## config.mk

```make
export PLATFORM = sky130hd
export DESIGN_NAME = ic_ctrl
export DESIGN_NICKNAME = d
export VERILOG_FILES = /design/src/hw/rtl/ic_pkg.sv /design/src/hw/rtl/ic_ctrl.sv
export SDC_FILE = /design/constraint.sdc
export NUM_CORES = 1
export LEC_CHECK = 0
export ABC_AREA = 1
export BUFFER_PORTS_ARGS = -buffer_cell sky130_fd_sc_hd__buf_4
export CORE_MARGIN = 2
export CORE_UTILIZATION = 29
export CTS_BUF_LIST = sky130_fd_sc_hd__clkbuf_4 sky130_fd_sc_hd__clkbuf_8
export DETAILED_ROUTE_END_ITERATION = 10
export GPL_TIMING_DRIVEN = 0
export PLACE_DENSITY = 0.45
export SLEW_MARGIN = 10
export SYNTH_ARGS = -nofsm -noshare
export SYNTH_HDL_FRONTEND = slang
export SYNTH_SLANG_ARGS = --single-unit
```

## constraint.sdc

```tcl
create_clock -name i_clk -period 7.6 [get_ports i_clk]
set_input_delay 1.14 -clock i_clk [delete_from_list [all_inputs] [get_ports i_clk]]
set_output_delay 1.14 -clock i_clk [all_outputs]
set_load 0.01 [all_outputs]
```

## src/hw/rtl/ic_pkg.sv

```systemverilog
// shared constants and types for the inversion counter
package ic_pkg;

    localparam int DATA_W        = 32;
    localparam int INV_W         = 19;
    localparam int MAX_ITEMS_DEF = 1024;

    localparam logic [INV_W-1:0] INV_MAX = '1;

    typedef enum logic [1:0] {
        ST_IDLE,
        ST_MERGE,
        ST_DONE
    } t_state;

endpackage

```

## src/hw/rtl/ic_ctrl.sv

```systemverilog
// load and bottom-up merge sequencer with inversion tally
module ic_ctrl #(
    parameter int MAX_ITEMS = 1024,
    parameter int AW        = 10
) (
    input  logic                             i_clk,
    input  logic                             i_rst_n,
    input  logic                             start,
    input  logic signed [ic_pkg::DATA_W-1:0] i_value,
    input  logic                             i_is_last,
    output logic                             busy,
    output logic                             o_valid,
    output logic [ic_pkg::INV_W-1:0]         o_inversions,
    output logic                             o_overflow,
    input  logic [ic_pkg::DATA_W-1:0]        i_a_rdata_l,
    input  logic [ic_pkg::DATA_W-1:0]        i_a_rdata_r,
    input  logic [ic_pkg::DATA_W-1:0]        i_b_rdata_l,
    input  logic [ic_pkg::DATA_W-1:0]        i_b_rdata_r,
    output logic [AW-1:0]                    o_raddr_l,
    output logic [AW-1:0]                    o_raddr_r,
    output logic                             o_a_we,
    output logic [AW-1:0]                    o_a_waddr,
    output logic [ic_pkg::DATA_W-1:0]        o_a_wdata,
    output logic                             o_b_we,
    output logic [AW-1:0]                    o_b_waddr,
    output logic [ic_pkg::DATA_W-1:0]        o_b_wdata
);
    import ic_pkg::*;

    localparam int CW = $clog2(MAX_ITEMS + 1);
    localparam int WW = CW + 1;
    localparam int EW = CW + 3;
    localparam int TW = (2 * CW > INV_W) ? 2 * CW : INV_W + 1;

    t_state        r_state, n_state;
    logic [CW-1:0] r_cnt, n_cnt;
    logic          r_drop, n_drop;
    logic [TW-1:0] r_total, n_total;
    logic [WW-1:0] r_w, n_w;
    logic [CW-1:0] r_i, n_i;
    logic [CW-1:0] r_j, n_j;
    logic [CW-1:0] r_k, n_k;
    logic [CW-1:0] r_mid, n_mid;
    logic [CW-1:0] r_hi, n_hi;
    logic          r_src, n_src;

    logic              accept;
    logic              full;
    logic [CW-1:0]     len_in;
    logic [CW-1:0]     seg_len;
    logic [DATA_W-1:0] head_l;
    logic [DATA_W-1:0] head_r;
    logic              l_ok;
    logic              r_ok;
    logic              take_l;
    logic              seg_end;
    logic              pass_end;
    logic              sort_done;
    logic [CW-1:0]     seg_lo;
    logic [WW-1:0]     seg_w;
    logic [EW-1:0]     last_e;
    logic [EW-1:0]     mid_e;
    logic [EW-1:0]     hi_e;
    logic [CW-1:0]     left_rem;

    assign accept  = start && (r_state == ST_IDLE);
    assign full    = (r_cnt == CW'(MAX_ITEMS));
    assign len_in  = full ? r_cnt : r_cnt + CW'(1);
    assign seg_len = (r_state == ST_IDLE) ? len_in : r_cnt;

    assign head_l = r_src ? i_b_rdata_l : i_a_rdata_l;
    assign head_r = r_src ? i_b_rdata_r : i_a_rdata_r;
    assign l_ok   = (r_i <= r_mid);
    assign r_ok   = (r_j <= r_hi);
    assign take_l = l_ok && (!r_ok || ($signed(head_l) <= $signed(head_r)));

    assign seg_end   = (r_k == r_hi);
    assign pass_end  = seg_end && ((r_hi + CW'(1)) == r_cnt);
    assign sort_done = pass_end && ((r_w << 1) >= WW'(r_cnt));
    assign left_rem  = r_mid - r_i + CW'(1);

    // bounds of the next run pair, clamped to the sequence end
    always_comb begin
        if (r_state == ST_IDLE || pass_end) begin
            seg_lo = '0;
        end else begin
            seg_lo = r_hi + CW'(1);
        end
        if (r_state == ST_IDLE) begin
            seg_w = WW'(1);
        end else if (pass_end) begin
            seg_w = r_w << 1;
        end else begin
            seg_w = r_w;
        end
        last_e = EW'(seg_len) - EW'(1);
        mid_e  = EW'(seg_lo) + EW'(seg_w) - EW'(1);
        hi_e   = EW'(seg_lo) + (EW'(seg_w) << 1) - EW'(1);
        if (mid_e > last_e) begin
            mid_e = last_e;
        end
        if (hi_e > last_e) begin
            hi_e = last_e;
        end
    end

    always_comb begin
        n_state = r_state;
        unique case (r_state)
            ST_IDLE: begin
                if (accept && i_is_last) begin
                    n_state = (len_in < CW'(2)) ? ST_DONE : ST_MERGE;
                end
            end
            ST_MERGE: begin
                if (sort_done) begin
                    n_state = ST_DONE;
                end
            end
            ST_DONE: begin
                n_state = ST_IDLE;
            end
            default: begin
                n_state = ST_IDLE;
            end
        endcase
    end

    always_comb begin
        n_cnt   = r_cnt;
        n_drop  = r_drop;
        n_total = r_total;
        n_w     = r_w;
        n_i     = r_i;
        n_j     = r_j;
        n_k     = r_k;
        n_mid   = r_mid;
        n_hi    = r_hi;
        n_src   = r_src;
        unique case (r_state)
            ST_IDLE: begin
                if (accept) begin
                    n_cnt  = len_in;
                    n_drop = r_drop || full;
                    if (i_is_last) begin
                        n_w   = seg_w;
                        n_i   = seg_lo;
                        n_k   = seg_lo;
                        n_mid = CW'(mid_e);
                        n_j   = CW'(mid_e) + CW'(1);
                        n_hi  = CW'(hi_e);
                        n_src = 1'b0;
                    end
                end
            end
            ST_MERGE: begin
                if (!take_l) begin
                    n_total = r_total + TW'(left_rem);
                end
                if (seg_end) begin
                    n_w   = seg_w;
                    n_i   = seg_lo;
                    n_k   = seg_lo;
                    n_mid = CW'(mid_e);
                    n_j   = CW'(mid_e) + CW'(1);
                    n_hi  = CW'(hi_e);
                    if (pass_end) begin
                        n_src = ~r_src;
                    end
                end else begin
                    n_k = r_k + CW'(1);
                    if (take_l) begin
                        n_i = r_i + CW'(1);
                    end else begin
                        n_j = r_j + CW'(1);
                    end
                end
            end
            ST_DONE: begin
                n_cnt   = '0;
                n_drop  = 1'b0;
                n_total = '0;
            end
            default: begin
                n_cnt = r_cnt;
            end
        endcase
    end

    always_ff @(posedge i_clk) begin
        if (!i_rst_n) begin
            r_state <= ST_IDLE;
            r_cnt   <= '0;
            r_drop  <= 1'b0;
            r_total <= '0;
        end else begin
            r_state <= n_state;
            r_cnt   <= n_cnt;
            r_drop  <= n_drop;
            r_total <= n_total;
        end
    end

    always_ff @(posedge i_clk) begin
        r_w   <= n_w;
        r_i   <= n_i;
        r_j   <= n_j;
        r_k   <= n_k;
        r_mid <= n_mid;
        r_hi  <= n_hi;
        r_src <= n_src;
    end

    // memory ports and result
    always_comb begin
        o_raddr_l    = n_i[AW-1:0];
        o_raddr_r    = n_j[AW-1:0];
        o_a_we       = 1'b0;
        o_a_waddr    = r_k[AW-1:0];
        o_a_wdata    = take_l ? head_l : head_r;
        o_b_we       = 1'b0;
        o_b_waddr    = r_k[AW-1:0];
        o_b_wdata    = take_l ? head_l : head_r;
        busy         = (r_state != ST_IDLE);
        o_valid      = (r_state == ST_DONE);
        o_overflow   = r_drop;
        o_inversions = (r_total > TW'(INV_MAX)) ? INV_MAX : r_total[INV_W-1:0];
        unique case (r_state)
            ST_IDLE: begin
                if (accept && !full) begin
                    o_a_we    = 1'b1;
                    o_a_waddr = r_cnt[AW-1:0];
                    o_a_wdata = i_value;
                end
            end
            ST_MERGE: begin
                o_a_we = r_src;
                o_b_we = ~r_src;
            end
            ST_DONE: begin
                o_a_we = 1'b0;
            end
            default: begin
                o_a_we = 1'b0;
            end
        endcase
    end

endmodule

```

; Yosys cells after proc, flatten, opt, wreduce, memory -nomap -nowiden
; Cells that the tools add are included.
[totals]
ff_bits = 104
input_bits = 164
output_inout_bits = 128
word_cells = 133
[classes]
n_addsub = 14
magnitude_cmp = 8
eq_ne = 14
n_mux = 59
bitwise_logic = 1
reduce_logical = 24
[op_table]
columns = cell, n
row1 = two-way mux 11 bit, 23
row2 = two-way mux 32 bit, 5
row3 = one-hot mux 11 bit (2 select lines), 6
row4 = adder 11 x 1 -> 11 bit (second input constant), 7
row5 = two-way mux 12 bit, 5
row6 = one-hot mux 22 bit (2 select lines), 1
row7 = <= comparator 32 bit, 1
row8 = > comparator 14 bit, 2
row9 = one-hot mux 12 bit (2 select lines), 1
row10 = adder 22 x 11 -> 22 bit, 1
row11 = == test 11 bit, 2
row12 = > comparator 22 x 19 -> 1 bit (second input constant), 1
row13 = <= comparator 11 bit, 2
row14 = two-way mux 22 bit, 1
row15 = two-way mux 10 bit, 2
row16 = two-way mux 19 bit, 1
row17 = adder 11 x 13 -> 14 bit, 1
row18 = subtractor 13 x 1 -> 14 bit (second input constant), 1
row19 = subtractor 14 x 1 -> 14 bit (second input constant), 1
row20 = adder 11 x 12 -> 13 bit, 1
row21 = greater-or-equal comparator 12 x 11 -> 1 bit, 1
row22 = != test 2 bit (second input constant), 6
row23 = AND reduction 4 bit, 3
row24 = subtractor 11 x 1 -> 12 bit (second input constant), 1
row25 = other kinds (20), 44

; Longest topological paths before layout
[depth]
word_depth = 13
mapped_depth = 53
depth_no_buf = 52

; Worst setup path before layout
; OpenSTA, ideal clock, no wires.
[synth_path]
kind = register -> output
from = register r_hi[0]
to = output o_raddr_r[4]
arrival_ns = 5.977
required_ns = 6.460
slack_ns = 0.483
path_stages_with_launch = 43
n_path_buf = 4
path_cell_list = edfxtp_1 ha_1 xnor2_1 o21ai_0 a21oi_1 o221ai_1 nor3_2 nand2_1 nor2_2 nand3_4 buf_6 buf_6 o211ai_2 ha_1 inv_1 ha_1 inv_1 fa_1 (+7 left out) ha_1 nand2_1 nor2_1 nand4_1 inv_1 nand2_1 nand2_1 nand2_1 buf_2 o21ai_1 ha_1 nand2_1 nor2_1 nand2_1 nand2_1 o22ai_1 nand3b_1 buf_4
[synth_via]
elab_chain_cells = 13
word_cells_on_any_way = 22
cone_classes = 4 x add/sub / 2 x order compare / 2 x eq/ne / 9 x mux / 5 x reduce/logical
[synth_rtl]
columns = item, line_no
row1 = from (decl), ic_ctrl.sv:44  ; logic [CW-1:0] r_hi, n_hi;
row2 = from (signal assigned), ic_ctrl.sv:210  ; r_hi <= n_hi;
row3 = adder 11 x 1 -> 11 bit, "ic_ctrl.sv:78, ic_ctrl.sv:87"
row4 = == test 11 bit, ic_ctrl.sv:78  ; assign pass_end = seg_end && ((r_hi + CW'(1)) == r_cnt);
row5 = logical AND 1 bit, ic_ctrl.sv:78
row6 = two-way mux 12 bit / logical OR 1 bit (equally long branches), "ic_ctrl.sv:91, ic_ctrl.sv:84"
row7 = two-way mux 12 bit / two-way mux 11 bit (equally long branches), "ic_ctrl.sv:89, ic_ctrl.sv:84"
row8 = adder 11 x 12 -> 13 bit *, ic_ctrl.sv:97  ; mid_e = EW'(seg_lo) + EW'(seg_w) - EW'(1);
row9 = subtractor 13 x 1 -> 14 bit *, ic_ctrl.sv:97
row10 = > comparator 14 bit, ic_ctrl.sv:99  ; if (mid_e > last_e) begin
row11 = two-way mux 11 bit *, ic_ctrl.sv:99
row12 = net mid_e[1], ic_ctrl.sv:62  ; logic [EW-1:0] mid_e;
row13 = adder 11 x 1 -> 11 bit *, "ic_ctrl.sv:150, ic_ctrl.sv:165"
row14 = two-way mux 11 bit, ic_ctrl.sv:145  ; if (i_is_last) begin
row15 = two-way mux 11 bit, ic_ctrl.sv:142  ; if (accept) begin
row16 = one-hot mux 11 bit (2 select lines) *, ic_ctrl.sv:140  ; unique case (r_state)
row17 = to (decl), ic_ctrl.sv:20  ; output logic [AW-1:0] o_raddr_r,
; Mark *: on every way through the listed nets, which the timed path passes. The rest lies on a longest branch. The select of a mux whose other input is x is not followed.

; Worst setup path in the final report
; Same ends and word-level chain as after synthesis.

==> impl_results.md <==
* Sequential share of power at 11.1%
* P_leak at 0.00879 uW
* Mapped Cells at 2043
* Clock buffer depth at 2
* Flop and latch count out of synthesis at 104
* CP arrival at 6.85 ns
* Final Non-Filler Cells at 3000
* Layout filler cell count at 4944
* Hold depth at 2
* Fin nets at 2736
* CTS tree: yes
* Largest area contributor in the netlist: nand2_1
* Root Driver: clkbuf_8
* Sink Count at 104
* Setup-failing EPs final at 9
* Design Power at 9860 uW
* First-pass GRT wire length at 81.8 mm
* WP buf/inv at 7
* Die Y at 219 um
* CTS clk-pin slew, worst paths at 0.14 ns
* Clock skew at 0.0327 ns
* Dpl hpwl at 46.1 mm
* Reg-to-reg startpoint: r_hi[0]$_DFFE_PP_
* Area delta synth->final at 30.8%
* RR Endpoint: r_hi[9]$_DFFE_PP_
* DR vias at 14600
* Cts bufs inserted at 9
* Multi-input gate area at 9780 sq um
* # port buffers at 291
* Core footprint at 45400 sq um
* Crit path launch type: flip-flop
* CP max stage delay at 0.48 ns
* RSZ-0062 raised after global routing: true
* Initial Util at 29.4%
* Clock Power Share at 4.3%
* Final Max Slew Viols at 0
* Period minus WS final at 7.99 ns
* Nature of the critical path endpoint: primary output
* Post-synth top area share at 18.2%
* Top-count cell post-synth: nand2_1
* Fmax at 0.125 GHz
* IO Count at 292
* CP delay by family, top: simple AND/OR/NAND/NOR gates
* Inst Count DP at 2934
* Hold endpoint: r_total[7]$_SDFFE_PN0P_
* Number of global-route vias before repair at 13700
* Synthesized Nets at 2384
* Yosys warnings at 0
* Htree depth at 3
* Share of layout cells above drive strength 1 at 23.9%
* Vias/cell at 4.88
* Slew @ Worst Pin at 0.872 ns
* Setup slack after layout at -0.394 ns
* Synth Area per Inst at 6.53 sq um
* Register area at 2560 sq um
* Synth cell types at 58
* Asr flop ratio synth at 0%
* Top cells by count, synth: 647 x nand2_1, 241 x inv_1, 172 x ha_1
* Clock Latency Late Sink at 0.46 ns
* Antenna Nets Post-Route at 0
* VDD IR max at 0.000451 V
* Die Span X at 219 um
* Largest net degree at the start of global routing at 36
* Sw Pwr at 5650 uW
* Critical Path Most Common Cell: nand2_1
* Avg WL per Cell at 18.5 um
* N_diodes at 0
* Crit path max fanout at 9
* Number of synthesized flops with an enable pin at 48
* Power Dens Cells at 565 nW/um^2
* Rows at 78
* Max-slew headroom at the worst pin at 41.9%
* Hold wc startpoint: r_total[7]$_SDFFE_PN0P_
* Ys flop type: dfxtp_1
* DRT Pass-1 Iters at 5
* Sw Share at 57.3%
* Layout Utilization at 38.5%
* GRT Util Overall at 22.6%
* Crit Path Class: reg2out
* FF-to-FF setup slack at 1.14 ns
* Type of the most critical hold path: reg2reg
* Final Hold Violating Endpoints at 0
* Seq/Total Area, Yosys at 19.2%
* DRC at 0
* Pre-CTS WS at -1.26 ns
* Routed WL at 55.6 mm
* Status: finished with violations
* Register-to-Register Path Depth at 33
* Largest cells by area after synthesis: nand2_1 18%, ha_1 16%, edfxtp_1 11%
* CP required at 6.46 ns
* Internal Power at 4210 uW
* DIE AREA at 47700 sq um
* Max-cap viol count at 0
* Worst hold slack at 0.500 ns
* Final period utilization at 105%
* DR iter-0 viols at 788
* Crit path from: r_hi[0]$_DFFE_PP_
* Slowest stage cell, crit path: edfxtp_1
* Failing checks: setup timing
* Initial antenna violation count at 0
* Total grt overflow at 0
* Synth Cell Area at 13300 sq um
* Placer congestion estimate at 0.898
* Comb pwr share at 84.6%
[per-stage QoR]
stage,instance area [sq um],TNS (ns)
after floorplan,13300,0
after global placement,16300,-8.80
after detailed placement,16300,-8.72
after CTS,17100,-3.51
after global routing,17500,-6.26
final,17500,-2.18
[power groups by stage]
stage	Sequential, uW	Clock [uW]	Combinational, uW
floorplan	1020	0	4940
finish	1090	420	8350
global placement	1120	0	7390
detailed placement	1110	0	7460
global route	1120	450	9260
CTS	1090	433	8100
[layout by cell type (no fill, tap or decap), types with 32 or more instances in the layout]
cell      netlist  layout
edfxtp_1       48      48
ha_1          172     161
a21oi_1       128     122
mux2i_1        32      32
clkbuf_1       35      34
nand2_1       647     629
nor2_1         87      81
inv_1         241     231
buf_4          30     359
xor2_1         44      41
nand3_1       100      96
dfxtp_1        56      55
o21ai_0       119     113
[worst register-to-register path, delay by kind of cell, from the launching register on]
| kind | cells | cell delay (ns) |
|---|---|---|
| AOI/OAI and AO/OA | 13 | 2.37 |
| xor gates and xnor gates | 2 | 0.26 |
| adders and majority gates | 4 | 1.12 |
| buffers and inverters | 7 | 0.94 |
| DFF | 1 | 0.48 |
| and+or+nand+nor | 7 | 1.07 |
[worst max path at each step]
stage | slack, ns | end | depth (start not counted)
floorplan | 0.48 | o_raddr_r[4] | 42
global placement | -1.25 | o_raddr_r[4] | 46
detailed placement | -1.26 | o_raddr_r[4] | 46
CTS | -0.47 | o_raddr_r[7] | 47
global route | -0.79 | o_raddr_r[4] | 46
finish | -0.39 | o_raddr_r[4] | 42
[layout make-up]
class | count | share of cell area [%]
clock buffer | 9 | 0.710
clock inverter | 7 | 0.552
multi-input combinational | 1585 | 56.0
sequential | 104 | 14.7
buffer | 79 | 2.60
tap | 600 | 4.30
timing repair buffer | 350 | 15.4
inverter | 266 | 5.76
[cell families (layout without fill, tap and decap cells)]
group,count (synthesis),after routing,share of synthesized area (%)
compound gates,334,334,14.3
flops,104,104,19.2
fa+ha+maj,177,177,16.9
mux,32,32,2.40
buf+inv,354,711,11.1
simple gates,973,973,31.5
xor+xnor,69,69,4.53
[routing by layer]
layer / track usage, % / wire length [um] / vias up
met5: 0 / 0 / -
met4: 6.76 / 1390 / 0
met3: 3.16 / 2590 / 57
met2: 38.4 / 26700 / 353
met1: 29.6 / 24900 / 6826
li1: - / - / 7409
[flip-flops by register name, indices dropped and copies added, names as in the netlist]
signal	cells
r_total	22
r_w	12
r_cnt	11
r_hi	11
r_i	11
r_j	11
r_k	11
r_mid	11
r_state	2
o_overflow	1
r_src	1
[timing repair]
item	4_1_cts	5_1_grt
pin swaps	44	40
endpoints found under the setup margin	11	10
resized for setup	83	44
hold buffers	0	0
setup buffers	38	21
gates cloned	0	0
(Power assumes the default switching activity.)
